**config.mk**
```make
export PLATFORM = sky130hd
export DESIGN_NAME = spectrum_peak_bin_decimator_flat
export DESIGN_NICKNAME = d
export VERILOG_FILES = /design/src/hw/rtl/spd_pkg.sv /design/src/hw/rtl/spd_stream_if.sv /design/src/hw/rtl/spectrum_peak_bin_decimator.sv /design/src/flat_wrapper.sv
export SDC_FILE = /design/constraint.sdc
export NUM_CORES = 1
export LEC_CHECK = 0
export ABC_CLOCK_PERIOD_IN_PS = 5700
export BUFFER_PORTS_ARGS = -buffer_cell sky130_fd_sc_hd__buf_2
export CORE_MARGIN = 3
export CORE_UTILIZATION = 41
export CTS_CLUSTER_SIZE = 8
export DETAILED_ROUTE_END_ITERATION = 16
export PLACE_DENSITY = 0.57
export SYNTH_ARGS = -nofsm -noshare
export SYNTH_HDL_FRONTEND = slang
export SYNTH_SLANG_ARGS = --single-unit
```
**constraint.sdc**
```tcl
create_clock -name clk -period 5.7 [get_ports clk]
set_input_delay 1.14 -clock clk [delete_from_list [all_inputs] [get_ports clk]]
set_output_delay 1.14 -clock clk [all_outputs]
set_load 0.005 [all_outputs]
```
**src/hw/rtl/spd_pkg.sv**
```systemverilog
// Shared constants, types and float helpers for the spectrum peak bin decimator.
// No dependencies; used by the stream interfaces and the top level.
`default_nettype none

package spd_pkg;

  localparam int unsigned MAX_BINS  = 65536;
  localparam int unsigned CNT_W     = 17;  // register width; holds every count and index
  localparam int unsigned IDX_W     = 16;  // reported bin index width
  localparam int unsigned DATA_W    = 32;  // IEEE single
  localparam int unsigned PADDR_W   = 3;
  localparam int unsigned PDATA_W   = 32;
  localparam int unsigned DIV_CNT_W = $clog2(CNT_W);  // enough for CNT_W iterations

  localparam logic [DATA_W-1:0] NEG_INF_BITS    = 32'hFF80_0000;
  localparam logic [DATA_W-1:0] EMPTY_SPAN_BITS = 32'hC320_0000;  // -160.0

  // saturation limit; a limit beyond the register range never clamps
  localparam logic [CNT_W-1:0] MAX_BINS_C     = (MAX_BINS >= (1 << CNT_W)) ?
                                                {CNT_W{1'b1}} : CNT_W'(MAX_BINS);
  localparam logic [CNT_W-1:0] SRC_RESET_VAL  = CNT_W'(65536);
  localparam logic [CNT_W-1:0] TGT_RESET_VAL  = CNT_W'(1024);

  // register indexes (paddr bit 2 selects)
  localparam logic REG_SOURCE_COUNT = 1'b0;
  localparam logic REG_TARGET_BINS  = 1'b1;

  typedef enum logic [1:0] {
    DIV_IDLE,
    DIV_LOAD,
    DIV_RUN
  } div_state_t;

  function automatic logic is_finite(input logic [DATA_W-1:0] b);
    return b[30:23] != 8'hFF;
  endfunction

  // a < b for finite singles; -0 and +0 compare equal
  function automatic logic float_lt(input logic [DATA_W-1:0] a,
                                    input logic [DATA_W-1:0] b);
    logic both_zero;
    logic res;
    both_zero = (a[30:0] == 31'd0) && (b[30:0] == 31'd0);
    if (both_zero) begin
      res = 1'b0;
    end else if (a[31] != b[31]) begin
      res = a[31];
    end else if (!a[31]) begin
      res = a[30:0] < b[30:0];
    end else begin
      res = a[30:0] > b[30:0];
    end
    return res;
  endfunction

endpackage

`default_nettype wire

```
**src/hw/rtl/spd_stream_if.sv**
```systemverilog
// Valid/ready stream interfaces for the decimator's input and result channels.
// Depends on spd_pkg for field widths.
`default_nettype none

interface spd_in_if;
  logic                         valid;
  logic                         ready;
  logic [spd_pkg::DATA_W-1:0]   magnitude_bits;

  modport source (output valid, output magnitude_bits, input ready);
  modport sink   (input valid, input magnitude_bits, output ready);
endinterface

interface spd_out_if;
  logic                         valid;
  logic                         ready;
  logic [spd_pkg::DATA_W-1:0]   peak_bits;
  logic [spd_pkg::IDX_W-1:0]    bin_index;
  logic                         last_bin;

  modport source (output valid, output peak_bits, output bin_index, output last_bin,
                  input ready);
  modport sink   (input valid, input peak_bits, input bin_index, input last_bin,
                  output ready);
endinterface

`default_nettype wire

```
**src/hw/rtl/spectrum_peak_bin_decimator.sv**
```systemverilog
// Spectrum peak bin decimator: top level with APB register port and streams.
// Depends on spd_pkg and the interfaces in spd_stream_if.sv.
//
// Usage:
//  - in_chan carries one IEEE single magnitude per transaction; out_chan carries
//    one output bin (peak value, bin index, last-of-frame flag).
//  - A frame of source_count bins is reduced to target_bins bins (clamped to
//    1..source_count); each output bin holds the largest finite value of its
//    span, or -160.0 if the span held none. Equal counts pass values through.
//  - Throughput: one input transaction per cycle. A result appears on out_chan
//    in the cycle after the input transaction that closes its span.
//  - The span step S/O is produced by a bit-serial restoring divider. It runs
//    after reset and after every register write; in_chan.ready stays low
//    while it runs. A write also drops any partial frame.
//  - Reset (rst_n low, synchronous) restores source_count 65536 and
//    target_bins 1024 and starts the divider.
//  - If out_chan is stalled, the held result stays in the output register and
//    one more input is taken only once that register is free or draining.
//  - Registers: source_count at byte 0, target_bins at byte 4; pready is
//    always high.
`default_nettype none

module spectrum_peak_bin_decimator (
  input  wire logic                           clk,
  input  wire logic                           rst_n,
  spd_in_if.sink                              in_chan,
  spd_out_if.source                           out_chan,
  input  wire logic                           psel,
  input  wire logic                           penable,
  input  wire logic                           pwrite,
  input  wire logic [spd_pkg::PADDR_W-1:0]    paddr,
  input  wire logic [spd_pkg::PDATA_W-1:0]    pwdata,
  output logic      [spd_pkg::PDATA_W-1:0]    prdata,
  output logic                                pready
);

  localparam int unsigned CW = spd_pkg::CNT_W;
  localparam int unsigned IW = spd_pkg::IDX_W;
  localparam int unsigned DW = spd_pkg::DATA_W;

  // configuration registers
  logic [CW-1:0] src_cnt_r, tgt_bins_r;
  logic          cfg_wr;

  assign pready = 1'b1;
  assign cfg_wr = psel && penable && pwrite && pready;

  always_ff @(posedge clk) begin
    if (!rst_n) begin
      src_cnt_r  <= spd_pkg::SRC_RESET_VAL;
      tgt_bins_r <= spd_pkg::TGT_RESET_VAL;
    end else if (cfg_wr) begin
      unique case (paddr[2])
        spd_pkg::REG_SOURCE_COUNT: src_cnt_r  <= pwdata[CW-1:0];
        spd_pkg::REG_TARGET_BINS:  tgt_bins_r <= pwdata[CW-1:0];
        default: ;
      endcase
    end
  end

  always_comb begin
    unique case (paddr[2])
      spd_pkg::REG_SOURCE_COUNT: prdata = spd_pkg::PDATA_W'(src_cnt_r);
      spd_pkg::REG_TARGET_BINS:  prdata = spd_pkg::PDATA_W'(tgt_bins_r);
      default:                   prdata = '0;
    endcase
  end

  // clamped counts
  logic [CW-1:0] s_clamp, o_clamp;
  always_comb begin
    priority if (src_cnt_r == '0)                 s_clamp = CW'(1);
    else if (src_cnt_r > spd_pkg::MAX_BINS_C)     s_clamp = spd_pkg::MAX_BINS_C;
    else                                          s_clamp = src_cnt_r;
    priority if (tgt_bins_r == '0)                o_clamp = CW'(1);
    else if (tgt_bins_r > s_clamp)                o_clamp = s_clamp;
    else                                          o_clamp = tgt_bins_r;
  end

  // divider sequencer
  spd_pkg::div_state_t div_state_r, div_state_nxt;
  logic [spd_pkg::DIV_CNT_W-1:0] div_cnt_r, div_cnt_nxt;
  logic                          div_done;

  assign div_done = (div_state_r == spd_pkg::DIV_RUN)
                    && (div_cnt_r == spd_pkg::DIV_CNT_W'(CW - 1));

  always_comb begin
    div_state_nxt = div_state_r;
    priority if (cfg_wr) begin
      div_state_nxt = spd_pkg::DIV_LOAD;
    end else begin
      unique case (div_state_r)
        spd_pkg::DIV_IDLE: div_state_nxt = spd_pkg::DIV_IDLE;
        spd_pkg::DIV_LOAD: div_state_nxt = spd_pkg::DIV_RUN;
        spd_pkg::DIV_RUN:  div_state_nxt = div_done ? spd_pkg::DIV_IDLE : spd_pkg::DIV_RUN;
        default:           div_state_nxt = spd_pkg::DIV_LOAD;
      endcase
    end
  end

  always_comb begin
    unique case (div_state_r)
      spd_pkg::DIV_RUN: div_cnt_nxt = div_cnt_r + 1'b1;
      default:          div_cnt_nxt = '0;
    endcase
  end

  always_ff @(posedge clk) begin
    if (!rst_n) begin
      div_state_r <= spd_pkg::DIV_LOAD;
      div_cnt_r   <= '0;
    end else begin
      div_state_r <= div_state_nxt;
      div_cnt_r   <= div_cnt_nxt;
    end
  end

  // restoring divide datapath, one quotient bit per cycle
  logic [CW-1:0] eff_src_r, eff_out_r;
  logic          pass_r;
  logic [CW-1:0] quo_r, rem_r;
  logic [CW:0]   rem_sh;
  logic          rem_ge;

  assign rem_sh = {rem_r, quo_r[CW-1]};
  assign rem_ge = rem_sh >= {1'b0, eff_out_r};

  always_ff @(posedge clk) begin
    unique case (div_state_r)
      spd_pkg::DIV_LOAD: begin
        eff_src_r <= s_clamp;
        eff_out_r <= o_clamp;
        pass_r    <= (s_clamp == o_clamp);
        quo_r     <= s_clamp;
        rem_r     <= '0;
      end
      spd_pkg::DIV_RUN: begin
        quo_r <= {quo_r[CW-2:0], rem_ge};
        rem_r <= rem_ge ? CW'(rem_sh - {1'b0, eff_out_r}) : rem_sh[CW-1:0];
      end
      default: ;
    endcase
  end

  // frame state; indices are kept at count width and reported modulo 2^IW
  logic [CW-1:0] src_idx_r, out_idx_r;
  logic [CW-1:0] nbe_r, brem_r;
  logic [DW-1:0] peak_r;
  logic          found_r;
  logic          busy;
  logic          out_valid_r;
  logic [DW-1:0] out_peak_r;
  logic [IW-1:0] out_idx_q_r;
  logic          out_last_r;
  logic          accept;

  assign busy          = div_state_r != spd_pkg::DIV_IDLE;
  assign in_chan.ready = !busy && (!out_valid_r || out_chan.ready);
  assign accept        = in_chan.valid && in_chan.ready;

  // per-item compare and span bookkeeping
  logic [DW-1:0] v;
  logic          fin, upd, found_cur, span_end, last, emit;
  logic [DW-1:0] peak_cur, emit_val;
  logic [CW-1:0] src_p1, oidx_p1;
  logic [CW:0]   brem_sum;
  logic          carry;
  logic [CW-1:0] brem_new, nbe_new;
  logic [IW-1:0] emit_idx;

  always_comb begin
    v         = in_chan.magnitude_bits;
    fin       = spd_pkg::is_finite(v);
    upd       = fin && (!found_r || spd_pkg::float_lt(peak_r, v));
    peak_cur  = upd ? v : peak_r;
    found_cur = found_r || fin;
    src_p1    = src_idx_r + 1'b1;
    oidx_p1   = out_idx_r + 1'b1;
    span_end  = !(src_p1 < nbe_r);
    brem_sum  = {1'b0, brem_r} + {1'b0, rem_r};
    carry     = brem_sum >= {1'b0, eff_out_r};
    brem_new  = carry ? CW'(brem_sum - {1'b0, eff_out_r}) : brem_sum[CW-1:0];
    nbe_new   = nbe_r + quo_r + CW'(carry);
    if (pass_r) begin
      emit     = 1'b1;
      last     = src_p1 >= eff_src_r;
      emit_val = v;
      emit_idx = src_idx_r[IW-1:0];
    end else begin
      emit     = span_end;
      last     = oidx_p1 >= eff_out_r;
      emit_val = found_cur ? peak_cur : spd_pkg::EMPTY_SPAN_BITS;
      emit_idx = out_idx_r[IW-1:0];
    end
  end

  always_ff @(posedge clk) begin
    if (!rst_n) begin
      src_idx_r <= '0;
      out_idx_r <= '0;
      found_r   <= 1'b0;
      peak_r    <= spd_pkg::NEG_INF_BITS;
      nbe_r     <= '0;
      brem_r    <= '0;
    end else if (cfg_wr || busy) begin
      // frame restart; span step loaded once the divide finishes
      src_idx_r <= '0;
      out_idx_r <= '0;
      found_r   <= 1'b0;
      peak_r    <= spd_pkg::NEG_INF_BITS;
      if (div_done) begin
        nbe_r  <= {quo_r[CW-2:0], rem_ge};
        brem_r <= rem_ge ? CW'(rem_sh - {1'b0, eff_out_r}) : rem_sh[CW-1:0];
      end
    end else if (accept) begin
      if (emit && last) begin
        src_idx_r <= '0;
        out_idx_r <= '0;
        found_r   <= 1'b0;
        peak_r    <= spd_pkg::NEG_INF_BITS;
        nbe_r     <= quo_r;
        brem_r    <= rem_r;
      end else if (pass_r) begin
        src_idx_r <= src_p1;
      end else if (span_end) begin
        src_idx_r <= src_p1;
        out_idx_r <= oidx_p1;
        found_r   <= 1'b0;
        peak_r    <= spd_pkg::NEG_INF_BITS;
        nbe_r     <= nbe_new;
        brem_r    <= brem_new;
      end else begin
        src_idx_r <= src_p1;
        found_r   <= found_cur;
        peak_r    <= peak_cur;
      end
    end
  end

  // result register
  always_ff @(posedge clk) begin
    if (!rst_n) begin
      out_valid_r <= 1'b0;
    end else if (accept) begin
      out_valid_r <= emit;
    end else if (out_chan.ready) begin
      out_valid_r <= 1'b0;
    end
  end

  always_ff @(posedge clk) begin
    if (accept && emit) begin
      out_peak_r  <= emit_val;
      out_idx_q_r <= emit_idx;
      out_last_r  <= last;
    end
  end

  assign out_chan.valid     = out_valid_r;
  assign out_chan.peak_bits = out_peak_r;
  assign out_chan.bin_index = out_idx_q_r;
  assign out_chan.last_bin  = out_last_r;

  // checks
  a_no_accept_busy: assert property (@(posedge clk) disable iff (!rst_n)
    busy |-> !in_chan.ready)
    else $error("input taken while divider busy");

  a_span_ahead: assert property (@(posedge clk) disable iff (!rst_n)
    (!busy && !pass_r) |-> (src_idx_r < nbe_r))
    else $error("source index passed span end");

  a_rem_bound: assert property (@(posedge clk) disable iff (!rst_n)
    (!busy && !pass_r) |-> (brem_r < eff_out_r))
    else $error("boundary remainder out of range");

  a_last_restart: assert property (@(posedge clk) disable iff (!rst_n)
    (accept && emit && last && !cfg_wr) |=> (src_idx_r == '0 && out_idx_r == '0))
    else $error("frame not restarted after last bin");

  a_div_len: assert property (@(posedge clk) disable iff (!rst_n)
    (div_state_r == spd_pkg::DIV_RUN) |-> (div_cnt_r < spd_pkg::DIV_CNT_W'(CW)))
    else $error("divider ran too long");

endmodule

`default_nettype wire

```
**src/flat_wrapper.sv**
```systemverilog
// flat-port wrapper written by rule: the top's interface ports become plain ports
module spectrum_peak_bin_decimator_flat 
  (clk, rst_n, psel, penable, pwrite, paddr, pwdata, prdata, pready, in_chan_valid, in_chan_magnitude_bits, in_chan_ready, out_chan_valid, out_chan_peak_bits, out_chan_bin_index, out_chan_last_bin, out_chan_ready);
  spd_in_if in_chan_i ();
  spd_out_if out_chan_i ();
  input  wire logic clk;
  input  wire logic rst_n;
  input  wire logic psel;
  input  wire logic penable;
  input  wire logic pwrite;
  input  wire logic [spd_pkg::PADDR_W-1:0] paddr;
  input  wire logic [spd_pkg::PDATA_W-1:0] pwdata;
  output logic      [spd_pkg::PDATA_W-1:0] prdata;
  output logic pready;
  input wire logic [$bits(in_chan_i.valid)-1:0] in_chan_valid;
  input wire logic [$bits(in_chan_i.magnitude_bits)-1:0] in_chan_magnitude_bits;
  output wire logic [$bits(in_chan_i.ready)-1:0] in_chan_ready;
  output wire logic [$bits(out_chan_i.valid)-1:0] out_chan_valid;
  output wire logic [$bits(out_chan_i.peak_bits)-1:0] out_chan_peak_bits;
  output wire logic [$bits(out_chan_i.bin_index)-1:0] out_chan_bin_index;
  output wire logic [$bits(out_chan_i.last_bin)-1:0] out_chan_last_bin;
  input wire logic [$bits(out_chan_i.ready)-1:0] out_chan_ready;
  assign in_chan_i.valid = in_chan_valid;
  assign in_chan_i.magnitude_bits = in_chan_magnitude_bits;
  assign in_chan_ready = in_chan_i.ready;
  assign out_chan_valid = out_chan_i.valid;
  assign out_chan_peak_bits = out_chan_i.peak_bits;
  assign out_chan_bin_index = out_chan_i.bin_index;
  assign out_chan_last_bin = out_chan_i.last_bin;
  assign out_chan_i.ready = out_chan_ready;
  spectrum_peak_bin_decimator u_core (.clk(clk), .rst_n(rst_n), .in_chan(in_chan_i), .out_chan(out_chan_i), .psel(psel), .penable(penable), .pwrite(pwrite), .paddr(paddr), .pwdata(pwdata), .prdata(prdata), .pready(pready));
endmodule
```
Word level (Yosys, flattened, before mapping)
Index checks and enable logic that the tools add are counted.
{"block": "op_classes", "n_div": 0, "n_shift": 0, "n_bitwise": 2, "multipliers": 0, "n_eq_ne": 11, "n_reduce_logical": 34, "mux": 44, "addsub": 8, "magnitude_cmp": 9}
{"cell": "$mux W17", "n": 22}
{"cell": "$mux W32", "n": 6}
{"cell": "$pmux W17 S2", "n": 2}
{"cell": "$pmux W32 S2", "n": 1}
{"cell": "$logic_not A31 Y1", "n": 2}
{"cell": "$ge A18 B17 Y1", "n": 2}
{"cell": "$add A17 B1 Y17 const B", "n": 2}
{"cell": "$ge A17 B17 Y1", "n": 2}
{"cell": "$logic_not A17 Y1", "n": 2}
{"cell": "$sub A17 B17 Y17", "n": 2}
{"cell": "$gt A31 B31 Y1", "n": 1}
{"cell": "$lt A31 B31 Y1", "n": 1}
{"cell": "$add A17 B17 Y18", "n": 1}
{"cell": "$add A17 B1 Y17", "n": 1}
{"cell": "$add A17 B17 Y17", "n": 1}
{"cell": "$eq A17 B17 Y1", "n": 1}
{"cell": "$gt A17 B17 Y1", "n": 1}
{"cell": "$gt A17 B17 Y1 const B", "n": 1}
{"cell": "$lt A17 B17 Y1", "n": 1}
{"cell": "$mux W16", "n": 1}
{"cell": "$mux W1", "n": 10}
{"cell": "$logic_and A1 B1 Y1", "n": 9}
{"cell": "$ne A8 B8 Y1 const B", "n": 1}
{"cell": "$reduce_and A2 Y1", "n": 4}
{"cell": "other kinds (18)", "n": 31}
{"block": "word_totals", "memories": 0, "latch_bits": 0, "romBits": 0, "output_inout_bits": 84, "ram_bits": 0, "word_cells": 127, "ff_bits": 261}

Logic depth before layout (Yosys ltp)
Gate-level depths: netlist of the first run.
{"block": "depth", "word_depth": 10, "mapped_depth": 28, "depth_no_buf": 27}

Worst setup path before layout of the first run
No wires, ideal clock.
{"block": "synth_timing", "path_type": "register to register", "start": "register u_core.rem_r[0]", "end": "register u_core.nbe_r[12]", "path_buffers": 2, "setup_ps": 70, "stages_incl_launch_ff": 29, "arrival_ps": 6046, "required_ps": 5630, "path_slack_ps": -416, "period_less_slack_ps": 6116, "cell_sequence": "edfxtp_1 ha_1 inv_1 fa_1 nor2b_1 o31a_1 o211ai_1 a21oi_1 or2_2 a21oi_1 ha_1 clkbuf_1 nand4_1 o21bai_1 o221a_2 o41ai_2 o311ai_4 buf_2 fa_1 fa_1 a21oi_1 o211ai_1 nor3b_1 or3_1 nand3_1 nand2_1 xnor2_1 a221o_1 a21oi_1"}
{"block": "synth_via", "elab_chain_cells": 8}
{"element": "start: declaration", "line": "spectrum_peak_bin_decimator.sv:122", "rtl": "logic [CW-1:0] quo_r, rem_r;"}
{"element": "start signal: assignment", "line": "spectrum_peak_bin_decimator.sv:140", "rtl": "rem_r <= rem_ge ? CW'(rem_sh - {1'b0, eff_out_r}) : rem_sh[CW-1:0];"}
{"element": "$add A17 B17 Y18", "line": "spectrum_peak_bin_decimator.sv:181", "rtl": "brem_sum = {1'b0, brem_r} + {1'b0, rem_r};"}
{"element": "$ge A18 B17 Y1", "line": "spectrum_peak_bin_decimator.sv:182", "rtl": "carry = brem_sum >= {1'b0, eff_out_r};"}
{"element": "$add A17 B1 Y17", "line": "spectrum_peak_bin_decimator.sv:184", "rtl": "nbe_new = nbe_r + quo_r + CW'(carry);"}
{"element": "$mux W17", "line": "spectrum_peak_bin_decimator.sv:226", "rtl": "end else if (span_end) begin"}
{"element": "$mux W17", "line": "spectrum_peak_bin_decimator.sv:224", "rtl": "end else if (pass_r) begin"}
{"element": "$mux W17", "line": "spectrum_peak_bin_decimator.sv:217", "rtl": "if (emit && last) begin"}
{"element": "$mux W17", "line": "spectrum_peak_bin_decimator.sv:216", "rtl": "end else if (accept) begin"}
{"element": "$mux W17", "line": "spectrum_peak_bin_decimator.sv:206", "rtl": "end else if (cfg_wr || busy) begin"}
{"element": "end signal: assignment", "line": "spectrum_peak_bin_decimator.sv:213", "rtl": "nbe_r <= {quo_r[CW-2:0], rem_ge};"}
{"element": "end signal: assignment", "line": "spectrum_peak_bin_decimator.sv:222", "rtl": "nbe_r <= quo_r;"}
{"element": "end signal: assignment", "line": "spectrum_peak_bin_decimator.sv:231", "rtl": "nbe_r <= nbe_new;"}
{"element": "end: declaration", "line": "spectrum_peak_bin_decimator.sv:148", "rtl": "logic [CW-1:0] nbe_r, brem_r;"}
No other way between the ends. The select of a mux whose other input is x is not followed.
A chain may end at the register's enable or synchronous reset.

Final worst setup path of the first run
{"block": "layout_timing", "start": "register u_core.rem_r[0]", "end": "register u_core.nbe_r[10]"}
The elaborated chain is that of the path after synthesis.

==> results of run 1 <==
## metrics by stage
step	setup WS, ns	util, %
detailed placement	-0.3731	46.20
floorplan	-0.05029	-
finish	-0.1722	49.72
global route	-0.3799	49.72
CTS	-0.08621	49.27
global placement	-0.2939	46.20
## worst max path at each step
stage	startpoint	endpoint	cells past startpoint
floorplan	u_core.rem_r[0]	u_core.nbe_r[12]	28
global placement	u_core.rem_r[0]	u_core.nbe_r[10]	28
detailed placement	u_core.rem_r[0]	u_core.nbe_r[16]	28
CTS	u_core.rem_r[0]	u_core.nbe_r[10]	26
global route	u_core.rem_r[0]	u_core.nbe_r[10]	28
finish	u_core.rem_r[0]	u_core.nbe_r[10]	28
## logic make-up (layout without fill, tap and decap cells)
logic type | after synthesis | after routing | share of synthesized area (%)
and+or+nand+nor | 715 | 715 | 18.68
AOI/OAI and AO/OA | 559 | 559 | 20.06
muxes | 51 | 51 | 3.082
xor gates and xnor gates | 78 | 78 | 3.842
adders and majority gates | 177 | 177 | 12.67
DFF | 261 | 261 | 36.03
buffers and inverters | 245 | 457 | 5.601
other | 2 | 16 | 0.04224
## power groups by stage
stage	Clock (mW)	Sequential, mW	Combinational [mW]
final	2.24	2.17	1.67
after global placement	0	2.20	1.57
after global routing	2.38	2.18	1.83
after floorplan	0	2.17	1.08
after detailed placement	0	2.20	1.59
after CTS	2.29	2.16	1.62
## worst max-delay path, delay by kind of cell, from the launching register on
kind | cells | cell delay [ns]
xor gates and xnor gates | 1 | 0.16
AOI/OAI and AO/OA | 12 | 2.40
DFF | 1 | 0.39
buffers and inverters | 3 | 0.39
adders and majority gates | 5 | 1.52
and+or+nand+nor | 7 | 0.86
## final cells by class
class | count | area (um2) | share of cell area (%)
Clock buffer | 69 | 1152 | 5.465
Clock inverter | 1 | 30.03 | 0.1424
Inverter | 147 | 551.8 | 2.617
Multi-Input combinational cell | 1596 | 10710 | 50.81
Sequential cell | 261 | 6406 | 30.38
Tap cell | 577 | 721.9 | 3.424
Timing Repair Buffer | 240 | 1511 | 7.167
## cell usage in the layout (no fill, tap or decap), types with 35 or more instances in the layout
cell	instances
nand2_1	275
nor3_1	40
xnor2_1	35
a21oi_1	185
inv_1	144
nor2_1	160
nand3_1	48
edfxtp_1	118
dfxtp_1	143
o21ai_0	124
ha_1	165
buf_4	113
clkbuf_16	42
buf_2	124
xor2_1	39
## metal layers
| metal | GRT usage, % | vias to the layer above | wire length, um |
|---|---|---|---|
| met1 | 32.34 | 7639 | 25690 |
| li1 | - | 7923 | - |
| met2 | 37.08 | 480 | 24600 |
| met4 | 6.764 | 0 | 1462 |
| met3 | 3.514 | 97 | 3087 |
| met5 | 0 | - | 0 |
## repair_timing
item	4_1_cts	5_1_grt
hold buffers	0	0
buffers inserted	4	8
pin swaps	23	44
setup endpoints to repair	9	10
gates resized for setup	19	22
==> impl_metrics.env, run 1 <==
export IMPL_vias_per_cell=5.582
export IMPL_synth_seq_area_share_pct=36.03
export IMPL_hpwlAfterDp_um=40490
export IMPL_maxCapViolations=0
export IMPL_grt_overflow=0
export IMPL_antenna_found_initial=0
export IMPL_critPathArrivalTime_ns=6.28
export IMPL_p_switching_mw=1.909
export IMPL_clkTransAtPathRegs_ns=0.05
export IMPL_worstHoldPathType="flip-flop to flip-flop"
export IMPL_worst_slew_pin_transition_ns=1.093
export IMPL_clock_latency_ns=0.54
export IMPL_drtIter0Drc=1393
export IMPL_die_w_um=214.3
export IMPL_swShare_pct=31.43
export IMPL_synthArstFlopShare_pct=0
export IMPL_p_leak_nw=9.277
export IMPL_slowest_delay_ns=0.46
export IMPL_gp_congestion=0.9099
export IMPL_core_um2=42420
export IMPL_worst_ir_drop_vdd_uv=220.6
export IMPL_drive_gt1_share_pct=16.34
export IMPL_setup_viol=3
export IMPL_worst_slack_ns=-0.1722
export IMPL_clkPwrFrac_pct=36.9
export IMPL_cts_root_buf="clkbuf_16"
export IMPL_rr_endpoint="u_core.nbe_r[10]"
export IMPL_synth_edf_count=118
export IMPL_numCtsBuffers=39
export IMPL_fp_dieH_um=214.3
export IMPL_synth_common_cells="275 x nand2_1, 192 x a21oi_1, 172 x ha_1"
export IMPL_crit_fanout=3
export IMPL_violations="setup timing"
export IMPL_cts_buffer_depth=3
export IMPL_r2r_start="u_core.rem_r[0]"
export IMPL_hold_violations=0
export IMPL_yosysTopAreaCellShare_pct=19.93
export IMPL_grt_max_degree=61
export IMPL_min_to="u_core.src_idx_r[16]"
export IMPL_p_comb_share_pct=27.4
export IMPL_antenna_cells=0
export IMPL_cpMaxStageDelayCell="fa_2"
export IMPL_drv_slew=0
export IMPL_p_int_mw=4.164
export IMPL_postRouteAntennaNets=0
export IMPL_worstPathRequired_ns=6.10
export IMPL_crit_type="flip-flop to flip-flop"
export IMPL_cts_max_level=2
export IMPL_ys_warnings_count=0
export IMPL_dpl_cell_area_um2=19600
export IMPL_synth_area_leaders="edfxtp_1 20%, dfxtp_1 16%, ha_1 12%, nand2_1 5.8%, a21oi_1 5.4%"
export IMPL_min_path_cells=2
export IMPL_route_detailed_drc=0
export IMPL_hp_start="u_core.src_idx_r[16]"
export IMPL_yosys_cell_count_top_type="nand2_1"
export IMPL_finalNonFillerCells=2891
export IMPL_wl_um=54850
export IMPL_max_slew_margin_pct=27.16
export IMPL_cts_tree="yes"
export IMPL_placed_cells=2810
export IMPL_reg2reg_depth=28
export IMPL_post_route_cell_area_um2=21090
export IMPL_max_freq_mhz=170.3
export IMPL_status="finished with violations"
export IMPL_synth_top_area_cell="edfxtp_1"
export IMPL_holdWs_ns=0.4656
export IMPL_tns_ns=-0.3866
export IMPL_netlist_area_um2=17780
export IMPL_regToRegSetupSlack_ns=-0.17
export IMPL_clock_sinks=261
export IMPL_ys_flop_type="dfxtp_1"
export IMPL_rsz0062_at_grt="true"
export IMPL_dr_pass1_iters=6
export IMPL_gr_usage_all_layers_pct=23.11
export IMPL_p_per_area_nw_per_um2=288.0
export IMPL_post_route_period_util_pct=103.0
export IMPL_synthCells=2088
export IMPL_fp_row_count=75
export IMPL_num_vias=16140
export IMPL_startpoint_type="flip-flop"
export IMPL_num_io_pins=158
export IMPL_syn_to_final_growth_pct=18.60
export IMPL_fin_crit_ns=5.872
export IMPL_grt_first_pass_wirelength_um=85950
export IMPL_power_mw=6.073
export IMPL_n_fill_cell=4135
export IMPL_dieArea_um2=45900
export IMPL_ys_types=81
export IMPL_first_global_vias=15390
export IMPL_seqPwrFrac_pct=35.7
export IMPL_endpoint_kind="flip-flop"
export IMPL_synth_area_per_cell_um2=8.516
export IMPL_start_util_pct=41.92
export IMPL_nNetsFinal=2536
export IMPL_worst_clock_skew_ns=0.01590
export IMPL_portBuffers=124
export IMPL_post_drt_wl_per_cell_um=18.97
export IMPL_ys_ff_latch=261
No activity file was read; power rests on OpenSTA's default activity.
==> run 2: changes to the inputs <==
--- a/config.mk
+++ b/config.mk
@@ -5,13 +5,15 @@
 export SDC_FILE = /design/constraint.sdc
 export NUM_CORES = 1
 export LEC_CHECK = 0
+export ABC_AREA = 1
 export ABC_CLOCK_PERIOD_IN_PS = 5700
 export BUFFER_PORTS_ARGS = -buffer_cell sky130_fd_sc_hd__buf_2
 export CORE_MARGIN = 3
 export CORE_UTILIZATION = 41
 export CTS_CLUSTER_SIZE = 8
 export DETAILED_ROUTE_END_ITERATION = 16
-export PLACE_DENSITY = 0.57
+export HOLD_SLACK_MARGIN = 0.02
+export PLACE_DENSITY = 0.56
 export SYNTH_ARGS = -nofsm -noshare
 export SYNTH_HDL_FRONTEND = slang
 export SYNTH_SLANG_ARGS = --single-unit
==> impl_metrics.env, run 2 <==
export IMPL_dpl_cell_area_um2=20260
export IMPL_synthArstFlopShare_pct=0
export IMPL_cts_setup_buffers=0
export IMPL_gr_usage_all_layers_pct=22.96
export IMPL_synth_area_per_cell_um2=7.133
export IMPL_antenna_cells=0
export IMPL_worst_clock_skew_ns=0.02801
export IMPL_max_freq_mhz=191.2
export IMPL_worstHoldPathType="flip-flop to flip-flop"
export IMPL_status="completed"
export IMPL_cts_max_level=2
export IMPL_layout_commonest_cell="nand2_1"
export IMPL_clock_latency_ns=0.57
export IMPL_post_route_cell_area_um2=21410
export IMPL_num_io_pins=158
export IMPL_max_slew_margin_pct=17.37
export IMPL_fin_crit_ns=5.231
export IMPL_slowest_delay_ns=0.47
export IMPL_tns_ns=0
export IMPL_crit_top_cell="nand2_1"
export IMPL_syn_to_final_growth_pct=11.63
export IMPL_gp_congestion=0.9081
export IMPL_numCtsBuffers=39
export IMPL_cts_tree="yes"
export IMPL_post_route_period_util_pct=91.77
export IMPL_final_cell_mix="673 x nand2_1, 346 x inv_1, 250 x a21oi_1"
export IMPL_ys_ff_latch=261
export IMPL_startpoint_type="flip-flop"
export IMPL_antenna_found_initial=0
export IMPL_yosys_cell_count_top_type="nand2_1"
export IMPL_route_detailed_drc=0
export IMPL_worst_slew_pin_transition_ns=1.238
export IMPL_synthCells=2689
export IMPL_drtIter0Drc=1480
export IMPL_grt_overflow=0
export IMPL_n_fill_cell=4658
export IMPL_die_w_um=222.3
export IMPL_num_vias=17910
export IMPL_wl_um=58000
export IMPL_core_um2=45770
export IMPL_holdWs_ns=0.4644
export IMPL_postRouteAntennaNets=0
export IMPL_crit_fanout=4
export IMPL_dieArea_um2=49420
export IMPL_clock_sinks=261
export IMPL_vias_per_cell=5.253
export IMPL_dr_pass1_iters=5
export IMPL_critPathArrivalTime_ns=5.72
export IMPL_clkTransAtPathRegs_ns=0.05
export IMPL_rsz0062_at_grt="false"
export IMPL_fp_row_count=78
export IMPL_worst_ir_drop_vdd_uv=185.9
export IMPL_grt_max_degree=50
export IMPL_synth_area_leaders="edfxtp_1 18%, dfxtp_1 15%, nand2_1 13%, ha_1 11%, inv_1 6.8%"
export IMPL_portBuffers=124
export IMPL_p_per_area_nw_per_um2=291.0
export IMPL_synth_top_area_cell="edfxtp_1"
export IMPL_maxCapViolations=0
export IMPL_netlist_area_um2=19180
export IMPL_drive_gt1_share_pct=8.399
export IMPL_p_leak_nw=10.17
export IMPL_hold_violations=0
export IMPL_ys_flop_type="dfxtp_1"
export IMPL_synth_edf_count=118
export IMPL_worstPathRequired_ns=6.19
export IMPL_nNetsFinal=3033
export IMPL_yosysTopAreaCellShare_pct=18.47
export IMPL_drv_slew=0
export IMPL_cts_root_buf="clkbuf_16"
export IMPL_post_drt_wl_per_cell_um=17.01
export IMPL_hpwlAfterDp_um=43290
export IMPL_cpMaxStageDelayCell="fa_1"
export IMPL_first_global_vias=17010
export IMPL_fp_dieH_um=222.3
export IMPL_crit_type="flip-flop to flip-flop"
export IMPL_ys_types=54
export IMPL_ys_warnings_count=0
export IMPL_synth_common_cells="673 x nand2_1, 348 x inv_1, 250 x a21oi_1"
export IMPL_synth_seq_area_share_pct=33.40
export IMPL_endpoint_kind="flip-flop"
export IMPL_cts_buffer_depth=3
export IMPL_setup_viol=0
export IMPL_grt_first_pass_wirelength_um=92290
export IMPL_start_util_pct=41.91
run 2: cell count changes in the layout (fill, tap and decap cells not counted), moves of 43 or more:
cell     before  now
nand2_1     275  673
inv_1       144  346
nand3_1      48  226
buf_4       113   28
a21oi_1     185  250
o21ai_0     124  179
nand4_1      32   75
run 2: final timing paths:
path / start / cells past startpoint / slack, ns / end
max reg2reg: u_core.rem_r[0] / 31 / 0.47 / u_core.nbe_r[10]
max: u_core.rem_r[0] / 31 / 0.47 / u_core.nbe_r[10]
min reg2reg: u_core.div_cnt_r[0] / 1 / 0.46 / u_core.div_cnt_r[0]
min: u_core.div_cnt_r[0] / 1 / 0.46 / u_core.div_cnt_r[0]
run 2: worst max-delay path: cells and delay by family, from the launching register on:
family                   cells  cell delay, ns
buffers and inverters        1            0.07
AND/OR/NAND/NOR             19            1.74
XOR/XNOR                     1            0.27
AO/OA/AOI/OAI                5            0.87
flip-flops                   1            0.41
adder cells (fa/ha/maj)      5            1.81
run 2: power by group:
| part | internal (mW) | switching, mW | leakage, nW | total, mW |
|---|---|---|---|---|
| logic | 0.597 | 1.23 | 7.32 | 1.83 |
| registers | 2.11 | 0.102 | 2.31 | 2.21 |
| clock network | 1.29 | 0.897 | 0.544 | 2.19 |
| total | 4.00 | 2.23 | 10.2 | 6.23 |
run 2: cell type report:
cell class	instances	area (um2)	area share, %
multi-input cells	1974	10950	51.15
flip-flops and latches	261	6406	29.92
clock buffers	64	1080	5.043
repair buffers	152	830.8	3.880
clock inverters	5	63.81	0.2980
inverters	354	1329	6.206
well taps	600	750.7	3.506
run 2: logic make-up (layout without fill, tap and decap cells):
| logic type | after synthesis | count (layout) | synth area share [%] |
|---|---|---|---|
| compound gates | 489 | 489 | 13.48 |
| xor+xnor | 80 | 80 | 3.731 |
| fa+ha+maj | 177 | 177 | 11.74 |
| buf+inv | 468 | 575 | 9.798 |
| flops | 261 | 261 | 33.40 |
| other cells | 2 | 16 | 0.03915 |
| simple gates | 1212 | 1212 | 27.81 |
run 2: through the flow:
step / util, % / cells / total power, mW / setup WS (ns)
2_1_floorplan: - / 2703 / 3.525 / 0.8417
3_3_place_gp: 44.27 / 3341 / 4.040 / 0.3550
3_5_place_dp: 44.27 / 3341 / 4.052 / 0.3109
4_1_cts: 46.77 / 3410 / 6.266 / 0.3083
5_1_grt: 46.78 / 3410 / 6.620 / 0.01806
6_report: 46.78 / 3410 / 6.231 / 0.4691
run 2: per-layer routing:
metal	GRT usage [%]	vias to the layer above	share of wire, %	wire length [um]
met5	0	-	0	0
met3	4.003	97	6.3	3632
li1	-	9101	-	-
met2	34.75	498	43	24650
met1	33.44	8216	48	28070
met4	6.770	0	2.8	1641
run 2: what timing repair did:
| action | 4_1_cts | 5_1_grt |
|---|---|---|
| hold buffers | 0 | 0 |
| setup endpoints to repair | 0 | 4 |
| resized for setup | 0 | 3 |
